<file path="src/hw/rtl/qte_pkg.sv">
// shared types, constants and the arctangent table of the quaternion to euler block
package qte_pkg;

  localparam int CORDIC_ITERATIONS = 16;
  localparam int ATAN_LEN = 24;
  localparam int CORDIC_CELLS = (CORDIC_ITERATIONS < ATAN_LEN) ? CORDIC_ITERATIONS : ATAN_LEN;
  localparam int SQRT_CELLS = 31;
  localparam int VEC_W = 36;
  localparam int ANG_W = 28;
  localparam int RAD_W = 62;
  localparam int REM_W = 33;
  localparam int ROOT_W = 31;
  localparam int STEP_W = 5;
  localparam int DEG_W = 9;
  localparam logic signed [ANG_W-1:0] DEG180_Q16 = ANG_W'(180 * 65536);

  typedef struct packed {
    logic signed [VEC_W-1:0] x;
    logic signed [VEC_W-1:0] y;
    logic signed [ANG_W-1:0] z;
    logic                    zero;
  } cordic_vec_t;

  typedef struct packed {
    logic [RAD_W-1:0]  rad;
    logic [REM_W-1:0]  rem;
    logic [ROOT_W-1:0] root;
  } sqrt_st_t;

  typedef struct packed {
    logic signed [VEC_W-1:0] pn;
    logic signed [VEC_W-1:0] pd;
    logic signed [VEC_W-1:0] rn;
    logic signed [VEC_W-1:0] rd;
    logic signed [31:0]      an;
  } ops_t;

  // atan(2^-i) in degrees q12.16
  function automatic logic signed [ANG_W-1:0] atan_q16(input logic [4:0] i);
    logic signed [ANG_W-1:0] r;
    case (i)
      5'd0:    r = 28'sd2949120;
      5'd1:    r = 28'sd1740967;
      5'd2:    r = 28'sd919879;
      5'd3:    r = 28'sd466945;
      5'd4:    r = 28'sd234379;
      5'd5:    r = 28'sd117304;
      5'd6:    r = 28'sd58666;
      5'd7:    r = 28'sd29335;
      5'd8:    r = 28'sd14668;
      5'd9:    r = 28'sd7334;
      5'd10:   r = 28'sd3667;
      5'd11:   r = 28'sd1833;
      5'd12:   r = 28'sd917;
      5'd13:   r = 28'sd458;
      5'd14:   r = 28'sd229;
      5'd15:   r = 28'sd115;
      5'd16:   r = 28'sd57;
      5'd17:   r = 28'sd29;
      5'd18:   r = 28'sd14;
      5'd19:   r = 28'sd7;
      5'd20:   r = 28'sd4;
      5'd21:   r = 28'sd2;
      5'd22:   r = 28'sd1;
      default: r = 28'sd0;
    endcase
    return r;
  endfunction

  // fold the left half plane onto the right one, flag the zero vector
  function automatic cordic_vec_t cordic_start(input logic signed [VEC_W-1:0] yv,
                                               input logic signed [VEC_W-1:0] xv);
    cordic_vec_t r;
    r.zero = (xv == '0) && (yv == '0);
    if (xv < 0) begin
      r.z = (yv >= 0) ? DEG180_Q16 : -DEG180_Q16;
      r.x = -xv;
      r.y = -yv;
    end else begin
      r.z = '0;
      r.x = xv;
      r.y = yv;
    end
    return r;
  endfunction

endpackage

</file>
<file path="src/hw/rtl/qte_cordic_cell.sv">
// one vectoring iteration of the cordic arctangent
module qte_cordic_cell (
  input  logic                clk,
  input  logic                en,
  input  logic [4:0]          shift,
  input  qte_pkg::cordic_vec_t vin,
  output qte_pkg::cordic_vec_t vout
);

  logic signed [qte_pkg::VEC_W-1:0] xs;
  logic signed [qte_pkg::VEC_W-1:0] ys;
  qte_pkg::cordic_vec_t             nxt;

  always_comb begin
    xs = vin.x >>> shift;
    ys = vin.y >>> shift;
    nxt.zero = vin.zero;
    if (vin.y > 0) begin
      nxt.x = vin.x + ys;
      nxt.y = vin.y - xs;
      nxt.z = vin.z + qte_pkg::atan_q16(shift);
    end else begin
      nxt.x = vin.x - ys;
      nxt.y = vin.y + xs;
      nxt.z = vin.z - qte_pkg::atan_q16(shift);
    end
  end

  always_ff @(posedge clk) begin
    if (en) begin
      vout <= nxt;
    end
  end

endmodule

</file>
<file path="config.mk">
export PLATFORM = sky130hd
export DESIGN_NAME = qte_cordic_cell
export DESIGN_NICKNAME = d
export VERILOG_FILES = /design/src/hw/rtl/qte_pkg.sv /design/src/hw/rtl/qte_cordic_cell.sv
export SDC_FILE = /design/constraint.sdc
export NUM_CORES = 1
export LEC_CHECK = 0
export BUFFER_PORTS_ARGS = -buffer_cell sky130_fd_sc_hd__buf_2
export CORE_ASPECT_RATIO = 1.25
export CORE_MARGIN = 5
export CORE_UTILIZATION = 30
export DETAILED_ROUTE_END_ITERATION = 10
export GPL_TIMING_DRIVEN = 0
export PLACE_DENSITY_LB_ADDON = 0.2
export SYNTH_ARGS = -nofsm -noshare
export SYNTH_HDL_FRONTEND = slang
export SYNTH_SLANG_ARGS = --single-unit
</file>
<file path="constraint.sdc">
create_clock -name clk -period 7.7 [get_ports clk]
set_input_delay 0.385 -clock clk [delete_from_list [all_inputs] [get_ports clk]]
set_output_delay 0.385 -clock clk [all_outputs]
set_load 0.01 [all_outputs]
</file>
==> flow_metrics.py, run 1 <==
metrics = {
    "run_status": {
        "status": "finished, final reports clean",
    },
    "drt": {
        "routedWlPerCell_microns": 32.9,
        "vias_per_cell": 6.18,
        "drt_iter0_drc": 1674,
        "vias": 16600,
        "wl_met1_microns": 33600,
        "route.met2.wl_microns": 41700,
        "ant_nets": 0,
        "wl_microns": 88500,
        "first_pass_iters": 6,
        "top_layer": "met4",
        "wl_met3_microns": 6080,
        "drc_errors": 0,
    },
    "hold_path": {
        "min_to": "vout[0]",
        "min_from": "vin[0]",
        "hold_path_depth": 1,
        "hp-class": "primary input to flop",
    },
    "timing": {
        "slew_violations": 0,
        "fin_crit_sh": 0.997,
        "fmax_mhz": 130,
        "setup_violations": 0,
        "min_period_ns": 7.68,
        "fin_ws_ns": 0.0194,
        "grt_setup_unrepaired": "false",
        "hold_viol_final": 0,
        "timing.slew.headroom": 0.0505,
        "worst_pin_slew_ns": 1.42,
    },
    "synth": {
        "synth-seq-area-share": 0.191,
        "ys_types": 99,
        "synth.net_count": 2011,
        "synth_edf_count": 101,
        "postSynthRegisterBits": 101,
        "synth_cells": 1794,
        "synthArstFlopShare": 0,
        "avgSynthCellArea_sq_um": 8.85,
        "yosys_most_used_dff": "edfxtp_1",
        "yosysWarnings": 0,
        "syn_area_sq_um": 15900,
    },
    "cts": {
        "cts_tree": "yes",
        "hold_buffers": 0,
        "clk_pin_slew_worst_paths_ns": 0.08,
        "cts-htree-levels": 3,
        "clkSinkCount": 101,
        "cts.path.max_buffers": 2,
        "root_buffer": "clkbuf_16",
        "cts_made_buffers": 9,
    },
    "die": {
        "core_sq_um": 52600,
        "io_pins": 209,
        "die_y_microns": 267,
        "start_util": 0.302,
        "die_w_microns": 216,
        "rows": 94,
        "die_area_sq_um": 57600,
    },
    "global_route": {
        "grt_usage": 0.298,
        "grt_pass1_wl_microns": 124000,
        "grt_start_max_net_pins": 54,
        "grt-ovfl-total": 0,
        "grt_pass1_vias": 17000,
        "antenna_found_initial": 2,
    },
    "worst_setup_path": {
        "slowest_delay_ns": 0.69,
        "required_ns": 7.87,
        "crit_chain": "buf_2 -> buf_2 -> clkbuf_1 -> nor3_1 -> clkbuf_1 -> a22o_1 -> a211oi_1 -> nand4b_1 -> nor2_2 -> nand2_1 -> nand4b_1 -> o31ai_1 -> mux2i_1 -> ha_1 -> nand4_1 -> nor2_1 -> nand4_1 -> o31ai_1 -> a211o_1 -> a211oi_1 -> o21ai_0 -> a31oi_1 -> xnor2_1",
        "critPathTopFamily": "compound AO/OA/AOI/OAI gates",
        "crit_slowest_cell": "clkbuf_1",
        "cp-end-kind": "flop",
        "cp_max_fo": 10,
        "cp.arrival_ns": 7.85,
        "critPathKind": "primary input to flop",
        "cp-start-kind": "primary input",
        "critPathBufInv": 4,
    },
    "finish": {
        "utilization": 0.345,
        "syn2layout_area_growth_pct": 14.3,
        "final_common_cell": "buf_2",
        "drive_gt1_frac": 0.223,
        "largest_reg_flops": 101,
        "antennaDiodeCount": 0,
        "largest_register": "vout",
        "nets": 2231,
        "final_cells": 2691,
        "reg_top3": "vout: 101 flops",
        "fin_area_sq_um": 18100,
        "most-common-layout-cells": "buf_2 (234), nor2_1 (157), a21oi_1 (134)",
    },
    "job": {
        "drv_cap": 0,
    },
    "pwr": {
        "powerDensity_nw_per_um2": 183,
        "ir_drop_v": 0.000115,
        "power.leakage_nw": 7.32,
    },
    "placement": {
        "hpwlAfterDp_microns": 71400,
        "placed_area_sq_um": 17800,
        "port_buffers": 207,
        "dp_cells": 2676,
        "place_congestion": 1.05,
        "place_ws_ns": -0.729,
    },
}
[synthesized netlist by cell type, types with 7 or more instances]
cell type | number | area, sq um
o211ai_1 | 8 | 60.1
o31ai_1 | 16 | 120
o21a_1 | 23 | 173
a22o_1 | 12 | 105
o22ai_1 | 23 | 144
xor2_1 | 53 | 464
a21oi_1 | 134 | 671
nor4_1 | 13 | 81.3
mux2i_1 | 80 | 801
a211oi_1 | 23 | 173
a22oi_1 | 11 | 82.6
mux2_2 | 41 | 462
nor2b_1 | 29 | 181
buf_1 | 7 | 26.3
nand2b_1 | 33 | 206
a31oi_1 | 19 | 119
edfxtp_1 | 101 | 3030
nand4_1 | 21 | 131
ha_1 | 106 | 1330
nor2_1 | 159 | 597
or2_2 | 13 | 81.3
nor3_1 | 30 | 150
and3_1 | 12 | 75.1
buf_2 | 30 | 150
o221ai_1 | 9 | 78.8
and2_1 | 16 | 100
o211a_1 | 7 | 70.1
o21bai_1 | 22 | 165
o21ai_0 | 88 | 440
mux2_1 | 7 | 78.8
nand3_1 | 29 | 145
inv_1 | 48 | 180
xnor2_1 | 108 | 946
clkbuf_1 | 58 | 218
a21o_1 | 46 | 345
or3_1 | 10 | 62.6
mux4_2 | 73 | 1640
a21boi_0 | 7 | 52.6
buf_6 | 10 | 113
nand2_1 | 111 | 417
[how the worst max path moves through the flow]
| stage | to | depth (start not counted) | slack, ns | from |
|---|---|---|---|---|
| 4_1_cts | vout[63] | 24 | 0.003 | shift[3] |
| 2_1_floorplan | vout[63] | 24 | 1.89 | shift[0] |
| 3_3_place_gp | vout[100] | 23 | -0.91 | shift[4] |
| 3_5_place_dp | vout[63] | 24 | -0.73 | shift[1] |
| 5_1_grt | vout[100] | 27 | 0.03 | shift[0] |
| 6_report | vout[100] | 23 | 0.02 | shift[3] |
[stage by stage]
step	hold slack [ns]	power, mW	TNS (ns)
after floorplan	0.484	2.11	0
after detailed placement	0.569	2.81	-5.88
after global placement	0.565	2.81	-13.63
after global routing	0.149	3.52	0
after CTS	0.138	3.32	0
final	0.149	3.32	0
[metal layers]
metal / track usage / vias to the layer above
met5: 0 / -
met4: 0.202 / 0
met3: 0.0512 / 288
met2: 0.503 / 896
met1: 0.346 / 8116
li1: - / 7325
[what timing repair did]
item,CTS,global route
setup endpoints to repair,5,9
endpoints found under the hold margin,0,0
pin swaps,1,1
gates resized for setup,5,26
buffers inserted,0,1
[report_power, final]
group | internal (mW) | switching, mW | total [mW]
registers | 0.819 | 0.0339 | 0.853
clock network | 0.227 | 0.262 | 0.489
logic | 0.753 | 1.23 | 1.98
total | 1.80 | 1.52 | 3.32
[area by class of cell]
class | count | area (sq um)
fillers | 5493 | 34400
multi-input cells | 1531 | 12100
flip-flops and latches | 101 | 3030
repair buffers | 211 | 1090
well taps | 672 | 841
plain buffers | 108 | 558
clock buffers | 9 | 225
inverters | 52 | 199
clock inverters | 7 | 63.8
[logic make-up after synthesis]
family	after synthesis	share of synthesized area
muxes	203	0.190
DFF	101	0.191
AOI/OAI and AO/OA	540	0.232
buffers and inverters	162	0.0466
adders and majority gates	109	0.0873
xor gates and xnor gates	161	0.0888
and+or+nand+nor	518	0.165
Power figures use the tool's default switching activity.
==> run 2: changes to the inputs <==
Settings changed: GPL_TIMING_DRIVEN 0 to unset.
==> run 2 against run 1 <==
Net effect:
- sequential power hardly changed
- cell count down 1.4%
- sequential share of layout area barely moved
- non-clock buffer count decreased by 37
- critical path type unchanged
- global-route usage down 5.6 points
- hold slack better by 0.0022 ns
- utilization about the same
- first-iteration DRC count decreased by 8.4%
- highest routed layer is now met5
- fmax up 15%
- total power decreased by 1.5%
- routed wire length down 19%
==> flow_metrics.py, run 2 (synthesis results as in run 1) <==
metrics = {
    "run_status": {
        "status": "finished, final reports clean",
    },
    "cts": {
        "clk_pin_slew_worst_paths_ns": 0.08,
        "cts_made_buffers": 9,
        "cts-htree-levels": 3,
        "hold_buffers": 0,
        "clkSinkCount": 101,
        "cts.path.max_buffers": 2,
        "post_cts_resized": 0,
        "root_buffer": "clkbuf_16",
        "cts_tree": "yes",
        "cts_setup_buffers": 0,
    },
    "worst_setup_path": {
        "critPathKind": "primary input to flop",
        "cp-start-kind": "primary input",
        "cp.arrival_ns": 6.86,
        "cp-end-kind": "flop",
        "cp_max_fo": 37,
        "required_ns": 7.85,
    },
    "timing": {
        "worst_pin_slew_ns": 1.20,
        "min_period_ns": 6.71,
        "hold_viol_final": 0,
        "grt_setup_unrepaired": "false",
        "setup_violations": 0,
        "fin_crit_sh": 0.871,
        "final.setup.tns_ns": 0,
        "fmax_mhz": 149,
        "timing.slew.headroom": 0.193,
        "slew_violations": 0,
    },
    "finish": {
        "antennaDiodeCount": 0,
        "reg_top3": "vout: 101 flops",
        "utilization": 0.345,
        "final_cells": 2654,
        "nets": 2194,
        "largest_reg_flops": 101,
        "largest_register": "vout",
        "drive_gt1_frac": 0.234,
        "final_common_cell": "buf_2",
        "nFillCells": 5512,
        "most-common-layout-cells": "buf_2 (204), nor2_1 (159), a21oi_1 (134)",
        "syn2layout_area_growth_pct": 14.3,
    },
    "job": {
        "drv_cap": 0,
    },
    "global_route": {
        "antenna_found_initial": 1,
        "grt_pass1_vias": 16000,
        "grt_start_max_net_pins": 58,
        "grt-ovfl-total": 0,
        "grt_pass1_wl_microns": 105000,
        "grt_usage": 0.242,
    },
    "pwr": {
        "power.leakage_nw": 7.38,
        "ir_drop_v": 0.000103,
        "powerDensity_nw_per_um2": 180,
    },
    "drt": {
        "drc_errors": 0,
        "ant_nets": 0,
        "first_pass_iters": 5,
        "vias_per_cell": 5.90,
        "routedWlPerCell_microns": 27.1,
        "vias": 15700,
        "wl_microns": 71800,
        "drt_iter0_drc": 1534,
    },
    "placement": {
        "place_congestion": 0.990,
        "hpwlAfterDp_microns": 57700,
        "port_buffers": 208,
        "dp_cells": 2638,
    },
    "hold_path": {
        "hp-class": "primary input to flop",
    },
    "die": {
        "io_pins": 209,
        "die_w_microns": 216,
        "rows": 94,
        "die_area_sq_um": 57600,
        "start_util": 0.302,
        "die_y_microns": 267,
        "core_sq_um": 52600,
    },
}
[run 2: cell types whose count changed in the layout (fill, tap and decap cells not counted), sizes merged]
cell,delta
clkbuf,-60
buf,+24
inv,-1
clkinvlp,-2
clkdlybuf4s15,-1
clkinv,+2
bufinv,+1
[run 2: final timing paths]
path / from / endpoint / slack, ns / cells past startpoint
hold / removal: vin[0] / vout[0] / 0.15 / 1
setup / recovery: shift[1] / vout[63] / 0.99 / 24
[run 2: final cells by class]
type                       count  area [sq um]  area share
inverter                      52           195      0.0108
multi-input combinational   1531         12100       0.667
timing repair buffer         282          1660      0.0915
tap                          672           841      0.0464
clock inverter                 7          80.1     0.00441
sequential                   101          3030       0.167
clock buffer                   9           225      0.0124
[run 2: layer usage]
metal,up-vias,routed length [microns],GRT usage
met4,2,3660,0.114
met2,586,35900,0.430
met1,7669,28700,0.286
met5,-,11,0
li1,7260,-,-
met3,139,3580,0.0364
[run 2: report_power, final]
part / switching [mW] / internal, mW
clock network: 0.252 / 0.257
logic: 1.14 / 0.768
registers: 0.0359 / 0.820
total: 1.43 / 1.84
[run 2: metrics by stage]
| stage | power (mW) | setup WS, ns | cell area [sq um] | hold WS (ns) |
|---|---|---|---|---|
| global route | 3.49 | 0.820 | 18100 | 0.147 |
| detailed placement | 2.76 | 0.698 | 17800 | 0.577 |
| global placement | 2.76 | 0.637 | 17800 | 0.570 |
| finish | 3.27 | 0.993 | 18100 | 0.152 |
| floorplan | 2.11 | 1.89 | 15900 | 0.484 |
| CTS | 3.29 | 1.11 | 18100 | 0.143 |
[run 2: critical path, stage by stage]
cell and delay, ns:
buf_4 0.41, buf_4 0.52, nor2b_1 0.66, a22oi_1 0.30, and3_1 0.25, a2111oi_2 0.22, buf_4 0.21, nand3b_1 0.20
nor3_1 0.38, nand2b_1 0.16, nor2_1 0.16, a21oi_1 0.10, xnor2_1 0.13, ha_1 0.35, a21o_1 0.21, a21o_1 0.18
a21oi_1 0.20, nor2_1 0.08, o41a_1 0.35, a31oi_1 0.21, o2bb2ai_1 0.10, or4_1 0.53, and3_1 0.19, or3_1 0.37
