File: src/hw/rtl/qte_pkg.sv
// shared types, constants and the arctangent table of the quaternion to euler block
package qte_pkg;

  localparam int CORDIC_ITERATIONS = 16;
  localparam int ATAN_LEN = 24;
  localparam int CORDIC_CELLS = (CORDIC_ITERATIONS < ATAN_LEN) ? CORDIC_ITERATIONS : ATAN_LEN;
  localparam int SQRT_CELLS = 31;
  localparam int VEC_W = 36;
  localparam int ANG_W = 28;
  localparam int RAD_W = 62;
  localparam int REM_W = 33;
  localparam int ROOT_W = 31;
  localparam int STEP_W = 5;
  localparam int DEG_W = 9;
  localparam logic signed [ANG_W-1:0] DEG180_Q16 = ANG_W'(180 * 65536);

  typedef struct packed {
    logic signed [VEC_W-1:0] x;
    logic signed [VEC_W-1:0] y;
    logic signed [ANG_W-1:0] z;
    logic                    zero;
  } cordic_vec_t;

  typedef struct packed {
    logic [RAD_W-1:0]  rad;
    logic [REM_W-1:0]  rem;
    logic [ROOT_W-1:0] root;
  } sqrt_st_t;

  typedef struct packed {
    logic signed [VEC_W-1:0] pn;
    logic signed [VEC_W-1:0] pd;
    logic signed [VEC_W-1:0] rn;
    logic signed [VEC_W-1:0] rd;
    logic signed [31:0]      an;
  } ops_t;

  // atan(2^-i) in degrees q12.16
  function automatic logic signed [ANG_W-1:0] atan_q16(input logic [4:0] i);
    logic signed [ANG_W-1:0] r;
    case (i)
      5'd0:    r = 28'sd2949120;
      5'd1:    r = 28'sd1740967;
      5'd2:    r = 28'sd919879;
      5'd3:    r = 28'sd466945;
      5'd4:    r = 28'sd234379;
      5'd5:    r = 28'sd117304;
      5'd6:    r = 28'sd58666;
      5'd7:    r = 28'sd29335;
      5'd8:    r = 28'sd14668;
      5'd9:    r = 28'sd7334;
      5'd10:   r = 28'sd3667;
      5'd11:   r = 28'sd1833;
      5'd12:   r = 28'sd917;
      5'd13:   r = 28'sd458;
      5'd14:   r = 28'sd229;
      5'd15:   r = 28'sd115;
      5'd16:   r = 28'sd57;
      5'd17:   r = 28'sd29;
      5'd18:   r = 28'sd14;
      5'd19:   r = 28'sd7;
      5'd20:   r = 28'sd4;
      5'd21:   r = 28'sd2;
      5'd22:   r = 28'sd1;
      default: r = 28'sd0;
    endcase
    return r;
  endfunction

  // fold the left half plane onto the right one, flag the zero vector
  function automatic cordic_vec_t cordic_start(input logic signed [VEC_W-1:0] yv,
                                               input logic signed [VEC_W-1:0] xv);
    cordic_vec_t r;
    r.zero = (xv == '0) && (yv == '0);
    if (xv < 0) begin
      r.z = (yv >= 0) ? DEG180_Q16 : -DEG180_Q16;
      r.x = -xv;
      r.y = -yv;
    end else begin
      r.z = '0;
      r.x = xv;
      r.y = yv;
    end
    return r;
  endfunction

endpackage

File: src/hw/rtl/qte_sqrt_cell.sv
// one result bit of the digit-by-digit integer square root
module qte_sqrt_cell (
  input  logic             clk,
  input  logic             en,
  input  qte_pkg::sqrt_st_t sin,
  output qte_pkg::sqrt_st_t sout
);

  logic [qte_pkg::REM_W+1:0] cur;
  logic [qte_pkg::REM_W+1:0] trial;
  qte_pkg::sqrt_st_t         nxt;

  always_comb begin
    cur   = {sin.rem, sin.rad[qte_pkg::RAD_W-1 -: 2]};
    trial = (qte_pkg::REM_W+2)'({sin.root, 2'b01});
    nxt.rad = {sin.rad[qte_pkg::RAD_W-3:0], 2'b00};
    if (cur >= trial) begin
      nxt.rem  = qte_pkg::REM_W'(cur - trial);
      nxt.root = {sin.root[qte_pkg::ROOT_W-2:0], 1'b1};
    end else begin
      nxt.rem  = cur[qte_pkg::REM_W-1:0];
      nxt.root = {sin.root[qte_pkg::ROOT_W-2:0], 1'b0};
    end
  end

  always_ff @(posedge clk) begin
    if (en) begin
      sout <= nxt;
    end
  end

endmodule

File: config.mk
export PLATFORM = sky130hd
export DESIGN_NAME = qte_sqrt_cell
export DESIGN_NICKNAME = d
export VERILOG_FILES = /design/src/hw/rtl/qte_pkg.sv /design/src/hw/rtl/qte_sqrt_cell.sv
export SDC_FILE = /design/constraint.sdc
export NUM_CORES = 1
export LEC_CHECK = 0
export ABC_AREA = 1
export BUFFER_PORTS_ARGS = -buffer_cell sky130_fd_sc_hd__buf_2
export CAP_MARGIN = 20
export CELL_PAD_IN_SITES_DETAIL_PLACEMENT = 2
export CELL_PAD_IN_SITES_GLOBAL_PLACEMENT = 2
export CORE_MARGIN = 1
export CORE_UTILIZATION = 26
export DETAILED_ROUTE_END_ITERATION = 10
export GPL_TIMING_DRIVEN = 0
export HOLD_SLACK_MARGIN = 0.03
export PLACE_DENSITY_LB_ADDON = 0.1
export SLEW_MARGIN = 15
export SYNTH_ARGS = -nofsm -noshare
export SYNTH_HDL_FRONTEND = slang
export SYNTH_SLANG_ARGS = --single-unit
export TNS_END_PERCENT = 5
File: constraint.sdc
create_clock -name clk -period 1.6 [get_ports clk]
set_input_delay 0.16 -clock clk [delete_from_list [all_inputs] [get_ports clk]]
set_output_delay 0.16 -clock clk [all_outputs]
set_load 0.01 [all_outputs]
==> results of run 1 <==
==> power by group through the flow <==
stage / clock, mW / sequential [mW] / combinational, mW
3_5_place_dp: 0 / 4.12 / 2.28
3_3_place_gp: 0 / 4.10 / 2.22
5_1_grt: 3.98 / 4.09 / 2.86
4_1_cts: 3.87 / 4.05 / 2.60
6_report: 3.76 / 4.05 / 2.59
2_1_floorplan: 0 / 4.29 / 1.11
==> layer usage <==
metal	share of wire	up-vias
li1	-	3343
met3	0.046	25
met5	0.0011	-
met4	0.013	4
met2	0.50	181
met1	0.44	3230
==> final timing paths <==
| check | startpoint | end | slack (ns) | depth (start not counted) |
|---|---|---|---|---|
| setup / recovery | sin[13] | sout[50] | -0.02 | 15 |
| hold / removal | sin[56] | sout[58] | 0.08 | 3 |
==> timing repair <==
item / CTS / global route
endpoints found under the setup margin: 32 / 34
hold buffers: 90 / 0
cloned: 1 / 0
pin swaps: 14 / 0
gates resized for setup: 65 / 7
setup buffers: 16 / 0
endpoints found under the hold margin: 90 / 0
==> final cells by class <==
cell class,count,area share
diodes,1,0.000226
flip-flops and latches,124,0.336
clock inverters,15,0.0115
multi-input cells,515,0.297
clock buffers,17,0.0384
well taps,335,0.0378
plain buffers,11,0.00994
repair buffers,359,0.213
inverters,165,0.0561
==> cell usage after synthesis, types with 2 or more instances <==
library cell | number | area share
a21oi_1 | 20 | 0.014
and2_1 | 3 | 0.0027
buf_2 | 6 | 0.0043
buf_4 | 2 | 0.0021
edfxtp_1 | 124 | 0.53
ha_1 | 33 | 0.058
inv_1 | 156 | 0.083
inv_2 | 9 | 0.0048
nand2_1 | 291 | 0.15
nand2_2 | 4 | 0.0035
nand3_1 | 58 | 0.041
nand3_2 | 16 | 0.023
nand3b_1 | 9 | 0.0096
nand4_1 | 5 | 0.0044
nor2_1 | 35 | 0.019
nor2_2 | 7 | 0.0062
nor3_1 | 9 | 0.0064
xor2_1 | 13 | 0.016
==> cell families (layout without fill, tap and decap cells) <==
group           Yosys count  in the layout  synth area share
buf+inv                 176            567             0.101
simple gates            443            443             0.279
other cells               1              3          0.000531
fa+ha+maj                33             33            0.0585
xor+xnor                 14             14            0.0174
flops                   124            124             0.527
compound gates           23             23            0.0170
==> flow_summary_export.csv, run 1 <==
group,metric,value,unit
place,finalWeightedCongestion,0.768,
sta,layout_setup_ws,-0.0194,ns
cells_and_area,fillers,2925,
detailed_routing,drt-pass1-iter-count,6,
detailed_routing,post_drt_wl_per_cell,17.9,um
place,post-place-ws,-0.615,ns
detailed_routing,first_iter_violations,290,
setup_path,worstSetupEndpointType,"flip-flop",
synthesis,ys_seq_elements,124,
grt,track_usage,0.203,
power_and_ir_drop,power_frac_comb,0.249,
clock_network,cts_buffer_depth,2,
sta,fmax,618,MHz
synthesis,synth-seq-area-share,0.527,
setup_path,worst-setup-path-type,"in2reg",
detailed_routing,drc,0,
synthesis,yosysUniqueCellTypes,32,
floorplan,fp.dieH,167,um
setup_path,cpMostUsedCell,"buf_4",
cells_and_area,finalInstanceArea,11100,um2
power_and_ir_drop,power_leakage,5.38,nW
detailed_routing,vias,6783,
run_status,violations,"setup timing",
setup_path,crit_path_start_kind,"input port",
grt,grt_use_met3,0.0459,
grt,grt_pass1_wl,42700,um
setup_path,path_cells,"buf_2, inv_2, ha_4, nand2_2, inv_2, nand2_2, nor2_4, nand4_1, buf_4, buf_4, buf_4, buf_4, nand4_1, nand3_4, nand2_1",
power_and_ir_drop,netSwitchingPower,3.32,mW
setup_path,path_buf_inv,7,
cells_and_area,regMostFlops,"sout",
power_and_ir_drop,clockPowerShare,0.361,
place,dpl.hpwl,20300,um
job,cap_violations,0,
clock_network,h-tree-depth,4,
floorplan,fp-row-count,59,
floorplan,start_util,0.268,
floorplan,dieArea,27800,um2
clock_network,clk_pin_slew_worst_paths,0.07,ns
sta,slew_violations,0,
setup_path,cp_max_fo,4,
cells_and_area,largest_reg_flops,124,
detailed_routing,via_per_inst,4.40,
sta,whs,0.0802,ns
synthesis,synth_area_per_cell,8.67,um2
power_and_ir_drop,p_total,10.4,mW
sta,tns,-0.0773,ns
power_and_ir_drop,max-vdd-ir-drop,524,uV
grt,gr-usage-met2,0.359,
setup_path,cp_top_family,"buffers and inverters",
cells_and_area,final_cell_mix,"nand2_1, buf_2, inv_1, edfxtp_1, dlygate4sd3_1",
min_path,min_path_type,"in2reg",
floorplan,pin_count,254,
power_and_ir_drop,power.density,939,nW/um2
sta,final-setup-viol-count,10,
synthesis,synth_edf_count,124,
synthesis,synth_top_flop_cell,"edfxtp_1",
cells_and_area,drive_gt1_frac,0.376,
power_and_ir_drop,internal_power,7.09,mW
sta,period_share,1.01,
grt,grt_busiest_layer,"met2",
setup_path,crit_required,1.90,ns
grt,antenna_found_initial,3,
grt,first_global_vias,7354,
place,portBuffers,251,
run_status,outcome,"finished, violations left",
grt,grt-ovfl-total,0,
clock_network,cts_tree,"built",
setup_path,crit_arrival,1.92,ns
power_and_ir_drop,seqPwrFrac,0.390,
setup_path,crit_path_max_incr_delay,0.30,ns
detailed_routing,ant_nets,0,
cells_and_area,top_regs,"sout (124)",
cells_and_area,area_growth,57.0,%
cells_and_area,multi_input_area,3290,um2
clock_network,root_buffer,"clkbuf_16",
synthesis,synth-async-reset-ratio,0,
detailed_routing,routed_wirelength,27700,um
cells_and_area,stdcell_count,1542,
power_and_ir_drop,swShare,0.319,
cells_and_area,fin_nets,1354,
sta,period_minus_slack,1.62,ns
sta,finalHoldViolations,0,
place,placed_cells,1402,
clock_network,cts_buffers,17,
cells_and_area,regArea,3720,um2
floorplan,die_x,167,um
floorplan,core,26400,um2
place,placed_area,9260,um2
grt,use_met1,0.247,
grt,grt_max_degree,86,
sta,rsz0062_at_grt,"yes",
cells_and_area,utilization,0.421,
synthesis,syn_area,7060,um2
synthesis,netlist_instances,814,
synthesis,ys_warn_count,0,
clock_network,clkSinkCount,124,
setup_path,crit_slowest_cell,"ha_4",
(Power assumes the default switching activity.)
==> inputs of run 2 (changes only) <==
--- a/config.mk
+++ b/config.mk
@@ -6,7 +6,7 @@
 export NUM_CORES = 1
 export LEC_CHECK = 0
 export ABC_AREA = 1
-export BUFFER_PORTS_ARGS = -buffer_cell sky130_fd_sc_hd__buf_2
+export BUFFER_PORTS_ARGS = -buffer_cell sky130_fd_sc_hd__buf_4
 export CAP_MARGIN = 20
 export CELL_PAD_IN_SITES_DETAIL_PLACEMENT = 2
 export CELL_PAD_IN_SITES_GLOBAL_PLACEMENT = 2
@@ -16,6 +16,7 @@
 export GPL_TIMING_DRIVEN = 0
 export HOLD_SLACK_MARGIN = 0.03
 export PLACE_DENSITY_LB_ADDON = 0.1
+export RECOVER_POWER = 50
 export SLEW_MARGIN = 15
 export SYNTH_ARGS = -nofsm -noshare
 export SYNTH_HDL_FRONTEND = slang
==> flow_summary_export.csv, run 2 (synthesis results as in run 1) <==
group,metric,value,unit
floorplan,die_x,167,um
clock_network,h-tree-depth,4,
place,dpl.hpwl,20500,um
sta,fmax,627,MHz
sta,rsz0062_at_grt,"yes",
power_and_ir_drop,power.density,966,nW/um2
sta,final-setup-viol-count,0,
detailed_routing,drt-pass1-iter-count,4,
power_and_ir_drop,p_total,11.8,mW
grt,track_usage,0.210,
setup_path,cp_max_fo,7,
clock_network,cts_tree,"built",
detailed_routing,via_per_inst,4.45,
setup_path,crit_path_start_kind,"input port",
cells_and_area,regMostFlops,"sout",
cells_and_area,fillers,2823,
place,finalWeightedCongestion,0.802,
setup_path,worst-setup-path-type,"in2reg",
power_and_ir_drop,power_frac_comb,0.258,
cells_and_area,diodes,0,
cells_and_area,top_regs,"sout (124)",
grt,first_global_vias,7684,
setup_path,crit_arrival,1.78,ns
grt,use_met1,0.250,
grt,grt_busiest_layer,"met2",
grt,grt_pass1_wl,44200,um
power_and_ir_drop,power_leakage,5.81,nW
power_and_ir_drop,max-vdd-ir-drop,589,uV
floorplan,pin_count,254,
sta,finalHoldViolations,0,
clock_network,clk_pin_slew_worst_paths,0.07,ns
setup_path,worstSetupEndpoint,"sout[55]",
power_and_ir_drop,swShare,0.291,
grt,gr-usage-met2,0.382,
cells_and_area,fin_nets,1369,
detailed_routing,ant_nets,0,
cells_and_area,final_common_cell,"buf_4",
detailed_routing,routed_wirelength,29600,um
clock_network,clkSinkCount,124,
sta,slew_violations,0,
setup_path,crit_required,1.78,ns
sta,max_slew.worst_pin.slew,1.14,ns
setup_path,worstSetupEndpointType,"flip-flop",
sta,layout_setup_ws,0.00466,ns
place,portBuffers,251,
clock_network,cts_buffers,17,
sta,period_share,0.997,
cells_and_area,utilization,0.464,
cells_and_area,area_growth,73.3,%
grt,grt-ovfl-total,0,
power_and_ir_drop,netSwitchingPower,3.45,mW
sta,period_minus_slack,1.60,ns
detailed_routing,first_iter_violations,225,
power_and_ir_drop,seqPwrFrac,0.345,
run_status,outcome,"finished, final reports clean",
cells_and_area,largest_reg_flops,124,
place,post-place-ws,-0.609,ns
floorplan,start_util,0.268,
setup_path,startpoint,"sin[57]",
cells_and_area,drive_gt1_frac,0.426,
floorplan,fp-row-count,59,
power_and_ir_drop,internal_power,8.38,mW
clock_network,cts_buffer_depth,2,
grt,grt_max_degree,85,
detailed_routing,drc,0,
floorplan,core,26400,um2
detailed_routing,post_drt_wl_per_cell,19.0,um
power_and_ir_drop,clockPowerShare,0.397,
cells_and_area,final_cell_mix,"buf_4, nand2_1, edfxtp_1, inv_1, dlygate4sd3_1",
floorplan,dieArea,27800,um2
grt,antenna_found_initial,0,
grt,grt_use_met3,0.0487,
min_path,min_path_type,"in2reg",
sta,relSlewSlack,0.242,
clock_network,root_buffer,"clkbuf_16",
floorplan,fp.dieH,167,um
detailed_routing,vias,6925,
job,cap_violations,0,
-- run 2: cell types whose count changed in the layout (fill, tap and decap cells not counted), moves of 9 or more --
cell	before	now
buf_2	252	3
buf_4	16	270
inv_1	138	123
inv_4	1	10
nand2_1	252	226
nand2_2	30	43
nand2_4	14	26
-- run 2: how the worst min path moves through the flow --
stage	start	endpoint	slack (ns)	depth (start not counted)
after floorplan	sin[98]	sout[100]	0.26	0
after global placement	sin[64]	sout[66]	0.34	1
after detailed placement	sin[75]	sout[77]	0.34	1
after CTS	sin[33]	sout[35]	0.05	3
after global routing	sin[41]	sout[43]	0.05	3
final	sin[41]	sout[43]	0.05	3
-- run 2: stage by stage --
step	hold WS [ns]	cell area [um2]	setup TNS [ns]	std cells
4_1_cts	0.0531	11700	-0.376	1537
6_report	0.0521	12200	0	1556
3_5_place_dp	0.339	9890	-18.77	1402
5_1_grt	0.0520	12200	-1.37	1556
3_3_place_gp	0.338	9850	-45.11	1401
2_1_floorplan	0.259	7550	-0.925	815
-- run 2: critical path: stages --
cell and delay, ns:
buf_4 0.12, ha_4 0.25, nand2_4 0.08, nand2_4 0.05, a21oi_4 0.15, nand2b_4 0.15, nand3_4 0.06, nor2_4 0.27
nand2_8 0.15, buf_12 0.18, nand3_2 0.08, nand2_1 0.07
-- run 2: routing by layer --
layer / routed length, um / vias up / share of wire
li1: - / 3358 / -
met1: 12500 / 3354 / 0.42
met2: 15300 / 191 / 0.52
met3: 1440 / 22 / 0.049
met4: 361 / 0 / 0.012
met5: 0 / - / 0
-- run 2: layout make-up --
class,count,area [um2],share of cell area
flip-flops and latches,124,3720,0.304
multi-input cells,515,3520,0.288
repair buffers,374,3120,0.255
inverters,165,644,0.0527
clock buffers,18,429,0.0351
well taps,335,419,0.0343
clock inverters,14,253,0.0207
plain buffers,11,123,0.0100
-- run 2: power groups by stage --
stage	Combinational (mW)	Clock (mW)	Sequential [mW]
2_1_floorplan	1.11	0	4.29
3_3_place_gp	2.46	0	4.12
3_5_place_dp	2.53	0	4.14
4_1_cts	2.82	4.78	4.07
5_1_grt	3.31	4.91	4.11
6_report	3.05	4.69	4.08
-- run 2: timing repair --
item | 4_1_cts | 5_1_grt
gates cloned | 1 | 0
pin swaps | 11 | 48
hold buffers | 90 | 0
hold endpoints to repair | 90 | 0
endpoints found under the setup margin | 33 | 34
gates resized for setup | 42 | 126
buffers inserted | 12 | 20
