### config.mk
export PLATFORM = sky130hd
export DESIGN_NAME = qte_quant
export DESIGN_NICKNAME = d
export VERILOG_FILES = /design/src/hw/rtl/qte_pkg.sv /design/src/hw/rtl/qte_quant.sv
export SDC_FILE = /design/constraint.sdc
export NUM_CORES = 1
export LEC_CHECK = 0
export ABC_AREA = 0
export BUFFER_PORTS_ARGS = -buffer_cell sky130_fd_sc_hd__buf_2
export CAP_MARGIN = 10
export CORE_ASPECT_RATIO = 1.4
export CORE_MARGIN = 2
export CORE_UTILIZATION = 30
export DETAILED_ROUTE_END_ITERATION = 6
export HOLD_SLACK_MARGIN = 0.1
export PLACE_DENSITY = 0.48
export SETUP_SLACK_MARGIN = 0.3
export SYNTH_ARGS = -nofsm -noshare
export SYNTH_HDL_FRONTEND = slang
export SYNTH_SLANG_ARGS = --single-unit
export TNS_END_PERCENT = 50
### constraint.sdc
create_clock -name clk -period 9.35 [get_ports clk]
set_input_delay 1.87 -clock clk [delete_from_list [all_inputs] [get_ports clk]]
set_output_delay 1.87 -clock clk [all_outputs]
set_load 0.005 [all_outputs]
### src/hw/rtl/qte_pkg.sv
// shared types, constants and the arctangent table of the quaternion to euler block
package qte_pkg;

  localparam int CORDIC_ITERATIONS = 16;
  localparam int ATAN_LEN = 24;
  localparam int CORDIC_CELLS = (CORDIC_ITERATIONS < ATAN_LEN) ? CORDIC_ITERATIONS : ATAN_LEN;
  localparam int SQRT_CELLS = 31;
  localparam int VEC_W = 36;
  localparam int ANG_W = 28;
  localparam int RAD_W = 62;
  localparam int REM_W = 33;
  localparam int ROOT_W = 31;
  localparam int STEP_W = 5;
  localparam int DEG_W = 9;
  localparam logic signed [ANG_W-1:0] DEG180_Q16 = ANG_W'(180 * 65536);

  typedef struct packed {
    logic signed [VEC_W-1:0] x;
    logic signed [VEC_W-1:0] y;
    logic signed [ANG_W-1:0] z;
    logic                    zero;
  } cordic_vec_t;

  typedef struct packed {
    logic [RAD_W-1:0]  rad;
    logic [REM_W-1:0]  rem;
    logic [ROOT_W-1:0] root;
  } sqrt_st_t;

  typedef struct packed {
    logic signed [VEC_W-1:0] pn;
    logic signed [VEC_W-1:0] pd;
    logic signed [VEC_W-1:0] rn;
    logic signed [VEC_W-1:0] rd;
    logic signed [31:0]      an;
  } ops_t;

  // atan(2^-i) in degrees q12.16
  function automatic logic signed [ANG_W-1:0] atan_q16(input logic [4:0] i);
    logic signed [ANG_W-1:0] r;
    case (i)
      5'd0:    r = 28'sd2949120;
      5'd1:    r = 28'sd1740967;
      5'd2:    r = 28'sd919879;
      5'd3:    r = 28'sd466945;
      5'd4:    r = 28'sd234379;
      5'd5:    r = 28'sd117304;
      5'd6:    r = 28'sd58666;
      5'd7:    r = 28'sd29335;
      5'd8:    r = 28'sd14668;
      5'd9:    r = 28'sd7334;
      5'd10:   r = 28'sd3667;
      5'd11:   r = 28'sd1833;
      5'd12:   r = 28'sd917;
      5'd13:   r = 28'sd458;
      5'd14:   r = 28'sd229;
      5'd15:   r = 28'sd115;
      5'd16:   r = 28'sd57;
      5'd17:   r = 28'sd29;
      5'd18:   r = 28'sd14;
      5'd19:   r = 28'sd7;
      5'd20:   r = 28'sd4;
      5'd21:   r = 28'sd2;
      5'd22:   r = 28'sd1;
      default: r = 28'sd0;
    endcase
    return r;
  endfunction

  // fold the left half plane onto the right one, flag the zero vector
  function automatic cordic_vec_t cordic_start(input logic signed [VEC_W-1:0] yv,
                                               input logic signed [VEC_W-1:0] xv);
    cordic_vec_t r;
    r.zero = (xv == '0) && (yv == '0);
    if (xv < 0) begin
      r.z = (yv >= 0) ? DEG180_Q16 : -DEG180_Q16;
      r.x = -xv;
      r.y = -yv;
    end else begin
      r.z = '0;
      r.x = xv;
      r.y = yv;
    end
    return r;
  endfunction

endpackage

### src/hw/rtl/qte_quant.sv
// rounds a q12.16 angle to q12.7 and snaps it to a multiple of the step
module qte_quant (
  input  logic                               clk,
  input  logic                               en,
  input  logic [qte_pkg::STEP_W-1:0]         step,
  input  logic signed [qte_pkg::ANG_W-1:0]   angle,
  input  logic                               zero,
  output logic signed [qte_pkg::DEG_W-1:0]   deg
);

  // ceil(2^16 / s), entry 0 unused
  localparam logic [17:0] RECIP [32] = '{
    18'(65536), 18'(65536), 18'((65536+1)/2), 18'((65536+2)/3), 18'((65536+3)/4),
    18'((65536+4)/5), 18'((65536+5)/6), 18'((65536+6)/7), 18'((65536+7)/8),
    18'((65536+8)/9), 18'((65536+9)/10), 18'((65536+10)/11), 18'((65536+11)/12),
    18'((65536+12)/13), 18'((65536+13)/14), 18'((65536+14)/15), 18'((65536+15)/16),
    18'((65536+16)/17), 18'((65536+17)/18), 18'((65536+18)/19), 18'((65536+19)/20),
    18'((65536+20)/21), 18'((65536+21)/22), 18'((65536+22)/23), 18'((65536+23)/24),
    18'((65536+24)/25), 18'((65536+25)/26), 18'((65536+26)/27), 18'((65536+27)/28),
    18'((65536+28)/29), 18'((65536+29)/30), 18'((65536+30)/31)
  };

  logic signed [qte_pkg::ANG_W:0] ar;
  logic signed [18:0]             v;
  logic signed [18:0]             half;
  logic signed [18:0]             t;
  logic signed [11:0]             u1, u2, u3;
  logic [qte_pkg::STEP_W-1:0]     s1, s2, s3;
  logic signed [30:0]             p2;
  logic signed [14:0]             q0;
  logic signed [15:0]             m3;
  logic signed [15:0]             r;
  logic signed [15:0]             sx;
  logic signed [15:0]             o;

  always_comb begin
    ar   = (qte_pkg::ANG_W+1)'(angle) + (qte_pkg::ANG_W+1)'(256);
    v    = zero ? '0 : 19'(ar >>> 9);
    half = $signed({8'b0, step, 6'b0});
    t    = (v > 0) ? v + half : v - half;
    q0   = 15'(p2 >>> 16);
    sx   = $signed({11'b0, s3});
    r    = 16'(u3) - m3;
    if (r < 0) begin
      o = m3 - sx;
    end else if (r >= sx) begin
      o = m3 + sx;
    end else begin
      o = m3;
    end
  end

  always_ff @(posedge clk) begin
    if (en) begin
      u1  <= 12'(t >>> 7);
      s1  <= step;
      p2  <= 31'(u1 * $signed({1'b0, RECIP[s1]}));
      u2  <= u1;
      s2  <= s1;
      m3  <= 16'(q0 * $signed({1'b0, s2}));
      u3  <= u2;
      s3  <= s2;
      deg <= o[qte_pkg::DEG_W-1:0];
    end
  end

endmodule

==> metrics.yaml, run 1 <==
hpwl_mm: 26.7
path_clk_slew_ps: 80
die_height_um: 261
grt_pass1_wl_mm: 56.6
crit_arrival_ps: 7990
cts_inserted_buffers: 9
clk_path_buf_depth: 2
busiest_layer: "met2"
clk_latency_ps: 360
seq_area_frac_synth_pct: 19.3
maxCapViolCount: 0
die_area_um2: 49100
detail_route.wirelength_mm: 33.3
initial_utilization_pct: 30.3
cts_resized: 0
timing.final.crit_period_ps: 7870
die_x_um: 188
yosys_warnings: 0
fmax_mhz: 127
start_kind: "flip-flop"
io_pins: 45
synthArstFlopShare_pct: 0
final_util_pct: 32.9
grt_max_degree: 72
via_per_inst: 4.79
drcViolationCount: 0
area_growth_pct: 8.57
grtUsageMet2_pct: 29.1
synth_area_um2: 14200
crit_path_end_kind: "flip-flop"
gp_congestion: 0.777
grt_use_total_pct: 14.4
htreeDepth: 3
finalMaxSlewViolations: 0
port_buffers: 36
skew_ps: 18.8
cts_tree: "yes"
use_met1_pct: 15.6
setup_tns_ps: 0
drt_pass1_iterations: 5
ys_types: 75
required_ps: 9470
cts-root-buf: "clkbuf_16"
nNetsFinal: 1924
syn_nets: 1912
grt_overflow_total: 0
setup_viol: 0
worstMarginPinSlew_ps: 915
wire_per_inst_um: 15.4
ys_ff_latch: 91
min_period_over_period_pct: 84.2
core_um2: 46800
holdWs_ps: 404
met3_usage_pct: 1.39
avgSynthCellArea_um2: 9.31
crit_fanout: 15
first_global_vias: 11300
row_count: 94
synthCells: 1524
drive_gt1_share_pct: 6.49
vias: 10373
antenna_left: 0
hold_violations: 0
diodes: 0
hp-class: "flip-flop to flip-flop"
cts_hold_buf: 0
status: "finished clean"
cts.sinks: 91
max_slew_margin_pct: 39.0
path_class: "flip-flop to flip-flop"
synth_enable_flop_cells: 91
reg2reg_slack_ps: 1480
antenna_found_initial: 0
cts_setup_buffers: 0
rsz0062_at_grt: "false"
drt_iter0_markers: 428
ys_dominant_reg_cell: "edfxtp_1"
-- worst paths after layout --
path,start,cells past startpoint,end
worst min register to register,u2[11]$_DFFE_PP_,0,u3[11]$_DFFE_PP_
worst max-delay path,s1[1]$_DFFE_PP_,25,p2[30]$_DFFE_PP_
worst min-delay path,u2[11]$_DFFE_PP_,0,u3[11]$_DFFE_PP_
worst max register to register,s1[1]$_DFFE_PP_,25,p2[30]$_DFFE_PP_
-- kinds of logic (layout without fill, tap and decap cells) --
family | count (synthesis) | in the layout | synth area share [%]
AOI/OAI and AO/OA | 195 | 195 | 9.60
xor gates and xnor gates | 60 | 60 | 3.70
muxes | 6 | 6 | 0.441
and+or+nand+nor | 504 | 504 | 17.6
adders and majority gates | 352 | 352 | 41.0
DFF | 91 | 91 | 19.3
buffers and inverters | 316 | 333 | 8.42
-- worst max-delay path: stages (launching register included) --
cell	delay, ps
edfxtp_1	670
ha_1	360
nor2b_1	240
nor2_1	60
a21oi_1	300
a32o_1	600
nand2_1	170
fa_1	490
fa_1	540
inv_1	50
fa_1	530
fa_1	560
inv_1	60
fa_1	540
inv_1	50
ha_1	300
o211ai_1	120
nor4_1	580
nor4_1	120
buf_4	180
o211ai_1	360
o211ai_1	190
a21boi_0	260
o21a_1	160
nor2_1	50
xnor2_1	110
-- sequential cells by signal, indices dropped and copies added (netlist names) --
| name | flops |
|---|---|
| u1 | 12 |
| s3 | 5 |
| m3 | 16 |
| u2 | 12 |
| p2 | 15 |
| deg | 9 |
| s2 | 5 |
| s1 | 5 |
| u3 | 12 |
-- through the flow --
stage | area [µm²] | instances | setup slack [ps]
detailed placement | 15100 | 2149 | 1470
floorplan | 14200 | 1524 | 2240
global placement | 15100 | 2149 | 1400
CTS | 15400 | 2165 | 1450
global route | 15400 | 2165 | 898
finish | 15400 | 2165 | 1480
-- Yosys cell counts (10+ instances only) --
library cell  count  area share, %
nand2_1         174            4.6
o21ai_0          29            1.0
nand3_1          17           0.60
inv_1           262            6.9
nor2b_1          16           0.71
a21o_1           10           0.53
xor2_1           24            1.5
a21oi_1          57            2.0
fa_1            188             27
or3_1            11           0.48
nor3_1           28           0.99
edfxtp_1         91             19
nor2_1           84            2.2
o21a_1           11           0.58
ha_1            164             14
and2_1          114            5.0
o31ai_1          10           0.53
xnor2_1          36            2.2
o211ai_1         10           0.53
clkbuf_1         47            1.2
-- cells in the final DEF, fill, tap and decap left out, types with 7 or more instances in the layout --
cell type and instances:
inv_1 262, fa_1 188, nand2_1 174, ha_1 164
and2_1 114, edfxtp_1 91, nor2_1 84, a21oi_1 57
xnor2_1 36, buf_2 35, o21ai_0 29, nor3_1 26
xor2_1 24, buf_4 20, nand3_1 17, nor2b_1 16
or3_1 11, o21a_1 11, o211ai_1 10, a21o_1 10
o31ai_1 9, clkbuf_16 9, a31oi_1 8, nor4_1 8
and3_1 8, o21bai_1 8, nand2b_1 7, nand4_1 7
-- per-layer routing --
layer / vias up / share of wire [%]
li1: 4978 / -
met2: 162 / 56
met5: - / 0
met3: 42 / 2.5
met4: 0 / 2.4
met1: 5191 / 39
-- layout make-up --
cell class / count / area (µm²)
clock buffers: 9 / 225
clock inverters: 7 / 81.3
fillers: 4946 / 31400
inverters: 262 / 983
multi-input cells: 1117 / 10300
flip-flops and latches: 91 / 2730
well taps: 624 / 781
repair buffers: 55 / 325
Power of run 1 is left out: the tool's default activity adds up to more than one toggle a clock period on the data nets, which glitch-free logic cannot reach.
==> run 2, diff against run 1 <==
ABC_AREA = 1   (was 0)
PLACE_DENSITY = 0.5   (was 0.48)
clock period = 7 ns   (was 9.35 ns; I/O delays follow)
==> metrics.yaml, run 2 <==
synth_top_cell_area_share_pct: 25.3  # -1.2 points
timing.rr.end: "p2[26]$_DFFE_PP_"
crit_arrival_ps: 6400  # -1590 ps
crit_fanout: 8  # -7
synthCells: 1890  # +24%
hp-class: "flip-flop to flip-flop"
fillCellCount: 5227  # +5.7%
via_per_inst: 4.71  # -1.8%
antenna_left: 0  # unchanged
maxCapViolCount: 0  # unchanged
final_cell_mix: "nand2_1, inv_1, fa_1, nor2_1, ha_1"
rsz0062_at_grt: "true"
detail_route.wirelength_mm: 39.8  # +20%
top_register: "m3"
drcViolationCount: 0  # unchanged
core_um2: 49000  # +4.7%
cts_tree: "yes"
status: "finished clean"
grt_pass1_wl_mm: 65.5  # +16%
worstMarginPinSlew_ps: 877  # -37.8 ps
cp_slowest_cell: "fa_1"
port_buffers: 36  # unchanged
top_regs: "m3 x16, p2 x15"
min_period_over_period_pct: 89.9  # +5.7 points
diodes: 0  # unchanged
grt_use_total_pct: 16.5  # +2.1 points
reg2reg_slack_ps: 710  # -770 ps
path_clk_slew_ps: 80  # about the same
holdPathStages: 0  # unchanged
drt_iter0_markers: 561  # +31%
synth_enable_flop_cells: 91  # unchanged
final_common_cell: "nand2_1"
yosys_warnings: 0  # unchanged
multiInputGateArea_um2: 10400  # +1.4%
fmax_mhz: 159  # +25%
hold_violations: 0  # unchanged
ys_dominant_reg_cell: "edfxtp_1"
cpPeakStageDelay_ps: 560  # -110 ps
holdWs_ps: 421  # +17.4 ps
finalMaxSlewViolations: 0  # unchanged
cts-root-buf: "clkbuf_16"
setup_viol: 0  # unchanged
required_ps: 7110  # -2360 ps
yosysMostFrequentCell: "nand2_1"
cts_inserted_buffers: 9  # unchanged
r2r_cells: 26  # +4.0%
gp_congestion: 0.923  # +19%
crit_family: "adder cells"
ys_types: 47  # -37%
die_area_um2: 51400  # +4.8%
cts_setup_buffers: 0  # unchanged
synth_area_leaders: "fa_1, edfxtp_1, ha_1"
seq_area_frac_synth_pct: 18.4  # -0.89 points
hold_path_end: "u3[4]$_DFFE_PP_"
ys_ff_latch: 91  # unchanged
vias: 12144  # +17%
min_from: "u2[4]$_DFFE_PP_"
drt_pass1_iterations: 5  # unchanged
skew_ps: 13.7  # -5.12 ps
register_area_um2: 2730  # unchanged
row_count: 96  # +2.1%
path_buf_inv: 7  # +3
antenna_found_initial: 0  # unchanged
largest_reg_flops: 16  # unchanged
setup_tns_ps: 0  # unchanged
rr_startpoint: "s1[1]$_DFFE_PP_"
cts.sinks: 91  # unchanged
area_growth_pct: 9.59
synth_largest_area_cell: "fa_1"
avgSynthCellArea_um2: 7.87  # -15%
htreeDepth: 3  # unchanged
max_slew_margin_pct: 41.5  # +2.5 points
path_class: "flip-flop to flip-flop"
synthArstFlopShare_pct: 0  # unchanged
timing.final.crit_period_ps: 6290  # -1580 ps
cp.depth: 26  # +4.0%
synth_common_cells: "nand2_1, inv_1, fa_1"
crit_path_end_kind: "flip-flop"
first_global_vias: 13034  # +15%
syn_nets: 2278  # +19%
synth_area_um2: 14900  # +4.9%
wire_per_inst_um: 15.4  # +0.40%
die_height_um: 268  # +2.4%
die_x_um: 192  # +2.4%
start_kind: "flip-flop"
grt_overflow_total: 0  # unchanged
nNetsFinal: 2327  # +21%
clk_latency_ps: 370  # about the same
crit_top_cell: "inv_1"
hpwl_mm: 33.7  # +26%
grt_max_degree: 66  # -8.3%
clk_path_buf_depth: 2  # unchanged
initial_utilization_pct: 30.4  # +0.050 points
cts_hold_buf: 0  # unchanged
drive_gt1_share_pct: 6.89  # +0.40 points
io_pins: 45  # unchanged
[run 2: cell types whose count changed after synthesis, sizes merged, moves of 10 or more]
cell	change
o21a	-10
xnor2	-20
nor3	-15
nand3	+57
o21ai	+28
and2	-114
nand2	+278
inv	+169
xor2	+15
nor2	+109
a21oi	+24
or3	-11
clkbuf	-28
nor2b	-16
[run 2: worst reg2reg max path: stages, from the launching register on]
cell      delay (ps)
edfxtp_1         450
inv_1            180
ha_1             190
nand2_1           50
inv_1            130
nor2_1           110
o221ai_1         180
nand2_1          230
inv_2            230
nand2_1          100
fa_1             510
inv_1             60
fa_1             560
fa_1             440
fa_1             490
inv_1             60
fa_1             530
inv_1             40
ha_1             320
a21oi_1          200
o21ai_0          130
a21oi_1          110
o21ai_0          150
a21oi_2          260
inv_1             60
a21oi_1          150
xnor2_1           80
[run 2: cells by family (layout without fill, tap and decap cells)]
family                   after synthesis  count (layout)  synth area share, %
AND/OR/NAND/NOR                      759             759                 21.3
buffers and inverters                463             517                 11.7
adder cells (fa/ha/maj)              352             352                 39.1
AO/OA/AOI/OAI                        170             170                 6.29
flip-flops                            91              91                 18.4
XOR/XNOR                              55              55                 3.24
[run 2: per-layer routing]
layer,global-route usage (%),part of all wire (%)
met3,1.40,1.8
met4,8.05,4.8
met1,16.0,36
met2,33.8,57
met5,0,0
[run 2: cell type report]
cell class	count	share of cell area (%)
clock buffers	9	1.38
clock inverters	7	0.614
multi-input cells	1336	63.9
flip-flops and latches	91	16.8
repair buffers	65	2.46
well taps	637	4.89
inverters	436	10.0
[run 2: timing repair]
action,CTS,global route
endpoints found under the setup margin,0,7
hold endpoints to repair,0,0
resized for setup,0,4
[run 2: through the flow]
step                      worst slack, ps  cells  util [%]  cell area (µm²)
after floorplan                      1260   1890         -            14900
after global placement                521   2565      32.6            16000
after detailed placement              514   2565      32.6            16000
after CTS                             484   2581      33.3            16300
after global routing                  289   2581      33.3            16300
final                                 710   2581      33.3            16300
[run 2: worst max-delay path by stage]
stage                          from                to  slack, ps
floorplan           s1[0]$_DFFE_PP_  p2[30]$_DFFE_PP_       1260
global placement    s1[1]$_DFFE_PP_  p2[30]$_DFFE_PP_        520
detailed placement  s1[1]$_DFFE_PP_  p2[30]$_DFFE_PP_        510
CTS                 s1[1]$_DFFE_PP_  p2[26]$_DFFE_PP_        480
global route        s1[1]$_DFFE_PP_  p2[26]$_DFFE_PP_        290
finish              s1[1]$_DFFE_PP_  p2[26]$_DFFE_PP_        710
Power of run 2 is left out for the same reason.
==> run 3, diff against run 2 <==
CELL_PAD_IN_SITES_DETAIL_PLACEMENT = 2   (was default)
CELL_PAD_IN_SITES_GLOBAL_PLACEMENT = 2   (was default)
PLACE_DENSITY = 0.72   (was 0.5)
==> metrics.yaml, run 3 (synthesis results as in run 2) <==
cts_tree: "yes"
via_per_inst: 4.82  # +2.4%
finalMaxSlewViolations: 0  # unchanged
top_regs: "m3 x16, p2 x15"
die_x_um: 192  # unchanged
die_height_um: 268  # unchanged
cp-endpoint: "p2[29]$_DFFE_PP_"
required_ps: 7190  # +80 ps
r2r_cells: 26  # unchanged
max_slew_margin_pct: 30.7  # -11 points
area_growth_pct: 10.1
crit_path_end_kind: "flip-flop"
port_buffers: 36  # unchanged
grt_pass1_wl_mm: 77.9  # +19%
first_global_vias: 14639  # +12%
place_area_um2: 16000  # +0.14%
crit_fanout: 10  # +2
register_area_um2: 2730  # unchanged
diodes: 0  # unchanged
drt_pass1_iterations: 4  # -1
setup_tns_ps: 0  # unchanged
crit_top_cell: "nand2_1"
vias: 12466  # +2.7%
hpwl_mm: 42.2  # +25%
status: "finished clean"
cts.sinks: 91  # unchanged
timing.final.crit_period_ps: 6400  # +113 ps
detail_route.wirelength_mm: 48.2  # +21%
rsz0062_at_grt: "false"
final_common_cell: "nand2_1"
min_period_over_period_pct: 91.5  # +1.6 points
top_register: "m3"
path_class: "flip-flop to flip-flop"
place_ws_ps: 280  # -234 ps
hold_violations: 0  # unchanged
setup_slack_ps: 597  # -113 ps
final_area_um2: 16400  # +0.42%
antenna_left: 0  # unchanged
skew_ps: 12.0  # -1.76 ps
die_area_um2: 51400  # unchanged
multiInputGateArea_um2: 10400  # +0.12%
drcViolationCount: 0  # unchanged
nNetsFinal: 2334  # +0.30%
rr_startpoint: "s1[2]$_DFFE_PP_"
grt_overflow_total: 0  # unchanged
cts_inserted_buffers: 9  # unchanged
timing.rr.end: "p2[29]$_DFFE_PP_"
reg2reg_slack_ps: 600  # -110 ps
largest_reg_flops: 16  # unchanged
gp_congestion: 0.855  # -7.3%
antenna_found_initial: 0  # unchanged
drt_iter0_markers: 331  # -41%
crit_arrival_ps: 6590  # +190 ps
clk_latency_ps: 360  # about the same
start_kind: "flip-flop"
hp-class: "flip-flop to flip-flop"
fmax_mhz: 156  # -1.8%
dp.cells: 2568  # +0.12%
io_pins: 45  # unchanged
cts_hold_buf: 0  # unchanged
htreeDepth: 3  # unchanged
final_cell_mix: "nand2_1, inv_1, fa_1, nor2_1, ha_1"
drive_gt1_share_pct: 7.69  # +0.80 points
fillCellCount: 5743  # +9.9%
setup_viol: 0  # unchanged
row_count: 96  # unchanged
startpoint: "s1[2]$_DFFE_PP_"
initial_utilization_pct: 30.4  # unchanged
maxCapViolCount: 0  # unchanged
finalNonFillerCells: 2588  # +0.27%
cts-root-buf: "clkbuf_16"
worstMarginPinSlew_ps: 1040  # +162 ps
clk_path_buf_depth: 2  # unchanged
cp_slowest_cell: "edfxtp_1"
grt_use_total_pct: 19.6  # +3.1 points
path_clk_slew_ps: 80  # about the same
cpPeakStageDelay_ps: 550  # about the same
grt_max_degree: 63  # -4.5%
wire_per_inst_um: 18.6  # +21%
core_um2: 49000  # unchanged
-- run 3: timing repair --
action                                  CTS  global route
endpoints found under the setup margin    2            15
setup buffers                             0             4
gates resized for setup                   2            13
gates cloned                              0             0
-- run 3: per-stage QoR --
step / utilization [%] / hold WS [ps]
after global placement: 32.6 / 400
after floorplan: - / 400
after global routing: 33.4 / 430
after detailed placement: 32.6 / 406
after CTS: 33.3 / 419
final: 33.4 / 416
-- run 3: how the worst min path moves through the flow --
stage,to,start,cells past startpoint
final,u3[0]$_DFFE_PP_,u2[0]$_DFFE_PP_,0
after global routing,u3[2]$_DFFE_PP_,u2[2]$_DFFE_PP_,0
after CTS,u3[0]$_DFFE_PP_,u2[0]$_DFFE_PP_,0
after detailed placement,u3[0]$_DFFE_PP_,u2[0]$_DFFE_PP_,0
after global placement,u3[5]$_DFFE_PP_,u2[5]$_DFFE_PP_,0
after floorplan,u3[0]$_DFFE_PP_,u2[0]$_DFFE_PP_,0
-- run 3: metal layers --
layer / up-vias / track usage, % / share of wire, %
li1: 5911 / - / -
met1: 6355 / 20.4 / 38
met2: 116 / 39.0 / 56
met3: 84 / 1.56 / 1.5
met4: 0 / 9.02 / 5.2
met5: - / 0 / 0
-- run 3: worst max-delay path: cells and delay by family (launching register included) --
kind	cells	cell delay [ps]
fa+ha+maj	6	2900
simple gates	8	990
compound gates	5	870
xor+xnor	1	210
flops	1	550
buf+inv	6	700
-- run 3: layout make-up --
cell class              instances  area share, %
flip-flops and latches         91           16.7
repair buffers                 72           2.77
multi-input cells            1336           63.7
clock inverters                 7          0.611
inverters                     436           10.0
clock buffers                   9           1.38
well taps                     637           4.87
Power of run 3 is left out for the same reason.
